<file path="src/design/hll_pkg.sv">
// Package for the distinct-count sketch: sizes, constants, operation codes,
// controller states and the command/status structs between controller and datapath.
// No dependencies.
`timescale 1ns / 1ps
`default_nettype none

package hll_pkg;

   localparam int unsigned PRECISION = 10;
   localparam int unsigned NREG      = 1 << PRECISION;
   localparam int unsigned IDX_W     = PRECISION;
   localparam int unsigned RANK_W    = 6;
   localparam int unsigned HASH_W    = 64;
   localparam int unsigned EST_W     = 63;
   localparam int unsigned ZCNT_W    = PRECISION + 1;
   localparam int unsigned SUM_W     = 64 + PRECISION + 1;
   localparam int unsigned CNT_W     = (PRECISION > 7) ? PRECISION : 7;
   localparam int unsigned DIV_STEPS = 128;
   localparam int unsigned LOG_STEPS = 32;

   localparam logic [63:0] LN2_Q32 = 64'd2977044471;
   localparam logic [EST_W-1:0] EST_MAX = {EST_W{1'b1}};

   // Bias constant, Q0.32
   localparam logic [63:0] ALPHA_Q32 =
      (PRECISION == 4) ? (64'd673 << 32) / 64'd1000 :
      (PRECISION == 5) ? (64'd697 << 32) / 64'd1000 :
      (PRECISION == 6) ? (64'd709 << 32) / 64'd1000 :
      ((64'd7213 * 64'(NREG)) << 32) / (64'd10 * (64'd1000 * 64'(NREG) + 64'd1079));
   localparam logic [63:0] ALPHA_MM = 64'(ALPHA_Q32 * 64'(NREG) * 64'(NREG));

   typedef enum logic [1:0] {
      OP_UPDATE = 2'd0,
      OP_MERGE  = 2'd1,
      OP_FINAL  = 2'd2,
      OP_CLEAR  = 2'd3
   } op_type;

   typedef enum logic [3:0] {
      ST_CLEAR, ST_IDLE, ST_UPD_RD, ST_UPD_WR, ST_SUM, ST_SUM_DRAIN,
      ST_SELECT, ST_LOG, ST_LN, ST_DIV, ST_OUT
   } state_type;

   typedef enum logic [3:0] {
      DP_NONE, DP_LATCH, DP_UPD_RD, DP_UPD_WR, DP_CLR, DP_SUM_RD,
      DP_LOG_INIT, DP_LOG_STEP, DP_LN, DP_DIV_INIT, DP_DIV_STEP, DP_PUBLISH
   } dp_op_type;

   typedef struct packed {
      dp_op_type        op;
      logic [CNT_W-1:0] cnt;
   } dp_cmd_type;

   typedef struct packed {
      logic zeros_nz;
      logic out_busy;
   } dp_status_type;

endpackage

`default_nettype wire

</file>
<file path="src/design/hll_ctrl.sv">
// Controller state machine: sequences clear sweeps, register updates and finalize.
// Depends on hll_pkg.
`timescale 1ns / 1ps
`default_nettype none

module hll_ctrl (
   input  wire                     clock,
   input  wire                     reset,
   input  wire                     req_tvalid,
   input  wire [1:0]               req_op,
   output logic                    req_tready,
   input  hll_pkg::dp_status_type  status,
   output hll_pkg::dp_cmd_type     cmd
);

   hll_pkg::state_type          state_ff, state_in;
   logic [hll_pkg::CNT_W-1:0]   cnt_ff, cnt_in;

   always_ff @(posedge clock) begin
      if (reset) begin
         state_ff <= hll_pkg::ST_CLEAR;
         cnt_ff   <= '0;
      end else begin
         state_ff <= state_in;
         cnt_ff   <= cnt_in;
      end
   end

   // Next state and datapath command
   always_comb begin
      state_in   = state_ff;
      cnt_in     = cnt_ff;
      req_tready = 1'b0;
      cmd.op     = hll_pkg::DP_NONE;
      cmd.cnt    = cnt_ff;
      unique case (state_ff)
         hll_pkg::ST_CLEAR: begin
            cmd.op = hll_pkg::DP_CLR;
            cnt_in = cnt_ff + 1'b1;
            if (cnt_ff == hll_pkg::CNT_W'(hll_pkg::NREG - 1)) begin
               cnt_in   = '0;
               state_in = hll_pkg::ST_IDLE;
            end
         end
         hll_pkg::ST_IDLE: begin
            req_tready = 1'b1;
            cnt_in     = '0;
            if (req_tvalid) begin
               cmd.op = hll_pkg::DP_LATCH;
               case (hll_pkg::op_type'(req_op))
                  hll_pkg::OP_UPDATE,
                  hll_pkg::OP_MERGE: state_in = hll_pkg::ST_UPD_RD;
                  hll_pkg::OP_FINAL: state_in = hll_pkg::ST_SUM;
                  default:           state_in = hll_pkg::ST_CLEAR;
               endcase
            end
         end
         hll_pkg::ST_UPD_RD: begin
            cmd.op   = hll_pkg::DP_UPD_RD;
            state_in = hll_pkg::ST_UPD_WR;
         end
         hll_pkg::ST_UPD_WR: begin
            cmd.op   = hll_pkg::DP_UPD_WR;
            state_in = hll_pkg::ST_IDLE;
         end
         hll_pkg::ST_SUM: begin
            cmd.op = hll_pkg::DP_SUM_RD;
            cnt_in = cnt_ff + 1'b1;
            if (cnt_ff == hll_pkg::CNT_W'(hll_pkg::NREG - 1)) begin
               cnt_in   = '0;
               state_in = hll_pkg::ST_SUM_DRAIN;
            end
         end
         hll_pkg::ST_SUM_DRAIN: begin
            state_in = hll_pkg::ST_SELECT;
         end
         hll_pkg::ST_SELECT: begin
            cnt_in = '0;
            if (status.zeros_nz) begin
               cmd.op   = hll_pkg::DP_LOG_INIT;
               state_in = hll_pkg::ST_LOG;
            end else begin
               cmd.op   = hll_pkg::DP_DIV_INIT;
               state_in = hll_pkg::ST_DIV;
            end
         end
         hll_pkg::ST_LOG: begin
            cmd.op = hll_pkg::DP_LOG_STEP;
            cnt_in = cnt_ff + 1'b1;
            if (cnt_ff == hll_pkg::CNT_W'(hll_pkg::LOG_STEPS - 1)) begin
               state_in = hll_pkg::ST_LN;
            end
         end
         hll_pkg::ST_LN: begin
            cmd.op   = hll_pkg::DP_LN;
            state_in = hll_pkg::ST_OUT;
         end
         hll_pkg::ST_DIV: begin
            cmd.op = hll_pkg::DP_DIV_STEP;
            cnt_in = cnt_ff + 1'b1;
            if (cnt_ff == hll_pkg::CNT_W'(hll_pkg::DIV_STEPS - 1)) begin
               state_in = hll_pkg::ST_OUT;
            end
         end
         hll_pkg::ST_OUT: begin
            if (!status.out_busy) begin
               cmd.op   = hll_pkg::DP_PUBLISH;
               state_in = hll_pkg::ST_IDLE;
            end
         end
         default: state_in = hll_pkg::ST_IDLE;
      endcase
   end

   // A result is only published into a free output register
   a_publish_free: assert property (@(posedge clock) disable iff (reset)
      cmd.op == hll_pkg::DP_PUBLISH |-> !status.out_busy)
      else $error("result published over a pending one");

   // No input is taken while the clear sweep runs
   a_no_accept_clear: assert property (@(posedge clock) disable iff (reset)
      state_ff == hll_pkg::ST_CLEAR |-> !req_tready)
      else $error("input accepted during clear");

   // Finalize reaches the output only after a full sweep
   a_sweep_done: assert property (@(posedge clock) disable iff (reset)
      state_ff == hll_pkg::ST_SUM_DRAIN |->
         $past(cnt_ff) == hll_pkg::CNT_W'(hll_pkg::NREG - 1))
      else $error("sweep ended early");

endmodule

`default_nettype wire

</file>
<file path="config.mk">
export PLATFORM = sky130hd
export DESIGN_NAME = hll_ctrl
export DESIGN_NICKNAME = d
export VERILOG_FILES = /design/src/design/hll_pkg.sv /design/src/design/hll_ctrl.sv
export SDC_FILE = /design/constraint.sdc
export NUM_CORES = 1
export LEC_CHECK = 0
export ABC_CLOCK_PERIOD_IN_PS = 4220
export BUFFER_PORTS_ARGS = -buffer_cell sky130_fd_sc_hd__buf_2
export CORE_ASPECT_RATIO = 0.7
export CORE_MARGIN = 4
export CORE_UTILIZATION = 47
export CTS_BUF_LIST = sky130_fd_sc_hd__clkbuf_16
export DETAILED_ROUTE_END_ITERATION = 8
export GPL_TIMING_DRIVEN = 0
export PLACE_DENSITY = 0.7
export SLEW_MARGIN = 20
export SYNTH_ARGS = -nofsm -noshare
export SYNTH_HDL_FRONTEND = slang
export SYNTH_SLANG_ARGS = --single-unit
</file>
<file path="constraint.sdc">
create_clock -name clock -period 4.22 [get_ports clock]
set_clock_uncertainty 0.15 [all_clocks]
set_input_delay 0.844 -clock clock [delete_from_list [all_inputs] [get_ports clock]]
set_output_delay 0.844 -clock clock [all_outputs]
set_load 0.01 [all_outputs]
</file>
==> qor.yml <==
status:
  status: "completed"
sta:
  setup_viol: 0
  post-route-period-util_pct: 70.4
  fmax_ghz: 0.337
  slew_headroom_pct: 65.8
  rsz0062_at_grt: "no"
  setup_tns_ns: 0
  post-route-worst-setup-slack_ns: 1.25
  tightestPinTransition_ns: 0.513
  hold_violations: 0
  timing.hold.ws_ns: 0.380
  period_minus_slack_ns: 2.97
  drv_slew: 0
floorplan:
  core_mm2: 0.00197
  die_y_um: 47.2
  start_util_pct: 52.4
  die_area_mm2: 0.00302
  rows: 13
  pin_count: 22
  die_w_um: 64.0
setup_path:
  cp-start-kind: "register"
  path_max_fanout: 10
  path_cells: "clkbuf_1 -> inv_1 -> or3_1 -> o21ai_0 -> buf_2"
  r2r-start: "cnt_ff[0]"
  end_kind: "primary output"
  worstSetupEndpoint: "cmd[10]"
  arrival_ns: 1.98
  cpPeakStageDelay_ns: 0.49
  worst_path_dominant_cell_family: "buffers and inverters"
  critPathRequiredTime_ns: 3.23
  r2r_end: "state_ff[2]"
  worstSetupPathType: "reg -> out"
  r2r_setup_slack_ns: 2.07
  cp.depth: 5
  critPathBufInv: 3
  cp-startpoint: "state_ff[1]"
  reg2regPathDepth: 6
  crit_slowest_cell: "dfxtp_1"
logic_synthesis:
  syn_nets: 134
  synth-xor-area-share_pct: 5.94
  synthArstFlopShare_pct: 0
  synth_compound_area_share_pct: 25.9
  synthAdderAreaFrac_pct: 1.21
  netlist_area_mm2: 0.00103
  synthDistinctLibCells: 48
  synth_edf_count: 0
  muxShareOfSynthArea_pct: 1.94
  netlist_instances: 126
  ys_seq_area_share_pct: 27.2
  synth-simple-area-share_pct: 32.2
  ys_warn_count: 0
  synth_top_family_by_area: "simple AND/OR/NAND/NOR gates"
  syn_avg_cell_area_um2: 8.19
  ys.flop_type: "dfxtp_1"
  synth_seq_cells: 14
clocking:
  cts_root_buf: "clkbuf_16"
  cts.reportedPaths.clkPinSlew_ns: 0.04
  cts.sinks: 14
  insertion_delay_ns: 0.24
  ctsHoldBuffers: 0
  ctsResizeCount: 0
  cts_buffers: 3
  cts_tree: "done"
  cts_setup_buffers: 0
  cts.htree.levels: 1
  clockBufferDepth: 2
global_route:
  grt_start_max_net_pins: 11
  antenna_found_initial: 0
  grt_pass1_vias: 960
  grt_pass1_wl_mm: 4.46
  grt.total_usage_pct: 19.8
  grt_overflow: 0
detailed_routing:
  drtIter0Drc: 83
  via_per_inst: 5.94
  drtPass1Iterations: 4
  drc: 0
  vias: 1069
  detail_route.wl_per_cell_um: 15.0
  routed_wl_mm: 2.70
  antenna_left: 0
power:
  p_leak_nw: 0.496
  powerDensity_mw_per_mm2: 554
  total_power_mw: 0.693
  ir_worst_vdd_mv: 0.261
final_layout:
  nNetsFinal: 160
  diodes: 0
  drive_gt1_share_pct: 22.7
  fin_cells: 180
  final_area_mm2: 0.00125
  area_growth_pct: 21.1
  fin_util_pct: 63.5
placement:
  dp_hpwl_mm: 2.04
  placed_cell_area_mm2: 0.00117
  port_buffers: 21
  gp_congestion: 0.879
  dp_cells: 177
  place_ws_ns: 1.42
hold_path:
  hp-class: "reg -> reg"
  min_path_cells: 2
flow_run:
  drv_cap: 0
-- worst min-delay path by stage --
| stage | slack (ns) | from | endpoint |
|---|---|---|---|
| 4_1_cts | 0.38 | cnt_ff[9] | cnt_ff[9] |
| 3_5_place_dp | 0.37 | cnt_ff[9] | cnt_ff[9] |
| 3_3_place_gp | 0.36 | cnt_ff[7] | cnt_ff[7] |
| 2_1_floorplan | 0.38 | cnt_ff[9] | cnt_ff[9] |
| 6_report | 0.38 | cnt_ff[9] | cnt_ff[9] |
| 5_1_grt | 0.41 | cnt_ff[9] | cnt_ff[9] |
-- per-layer routing --
metal / GRT usage (%) / wire length (µm)
met1: 26.6 / 1240
met5: 0 / 0
met4: 10.3 / 55
met3: 5.26 / 248
met2: 29.6 / 1160
-- where the power goes --
part | switching (mW) | total [mW] | internal (mW)
sequential | 0.0214 | 0.174 | 0.152
combinational | 0.199 | 0.346 | 0.147
clock | 0.0497 | 0.173 | 0.123
total | 0.270 | 0.693 | 0.423
-- synth_stat cells (all sizes together) (4+ instances only) --
master | n | area (µm²)
nor2 | 13 | 48.8
nand2 | 5 | 18.8
nor3 | 4 | 20.0
nor2b | 5 | 38.8
inv | 4 | 15.0
o21ai | 9 | 45.0
a21oi | 6 | 30.0
dfxtp | 14 | 280
nand4 | 4 | 25.0
xor2 | 5 | 43.8
nand3 | 4 | 32.5
clkbuf | 5 | 18.8
nand2b | 4 | 25.0
-- cells by family (layout without fill, tap and decap cells) --
group / Yosys count / after routing
AOI/OAI and AO/OA: 35 / 35
xor gates and xnor gates: 7 / 7
adders and majority gates: 1 / 1
buffers and inverters: 12 / 36
DFF: 14 / 14
muxes: 2 / 2
and+or+nand+nor: 55 / 55
-- area by class of cell --
cell class / instances / area (µm²)
well taps: 30 / 37.5
multi-input cells: 100 / 694
plain buffers: 8 / 42.5
fillers: 184 / 718
inverters: 4 / 15.0
flip-flops and latches: 14 / 280
clock buffers: 3 / 75.1
repair buffers: 21 / 105
-- flip-flops by register name, summed over array words and instances (netlist names) --
register  cells
cnt_ff       10
state_ff      4
-- worst reg2reg max path, delay by kind of cell, from the launching register on --
family,cells,cell delay [ns]
fa+ha+maj,1,0.27
flops,1,0.38
simple gates,2,0.36
compound gates,3,0.90
-- cell usage in the layout, fill, tap and decap left out, drive strengths merged, types with 2 or more instances in the layout --
cell,synthesis,layout
buf,3,24
dfxtp,14,14
nor2,13,13
o21ai,9,9
clkbuf,5,8
a21oi,6,6
nand2,5,5
xor2,5,5
nor2b,5,5
inv,4,4
nand2b,4,4
nand4,4,4
nor3,4,4
nand3,4,4
or3,3,3
a211oi,3,3
and3,3,3
nor3b,2,2
mux2i,2,2
o32a,2,2
xnor2,2,2
a311oi,2,2
o32ai,2,2
No activity file was read; power rests on OpenSTA's default activity.
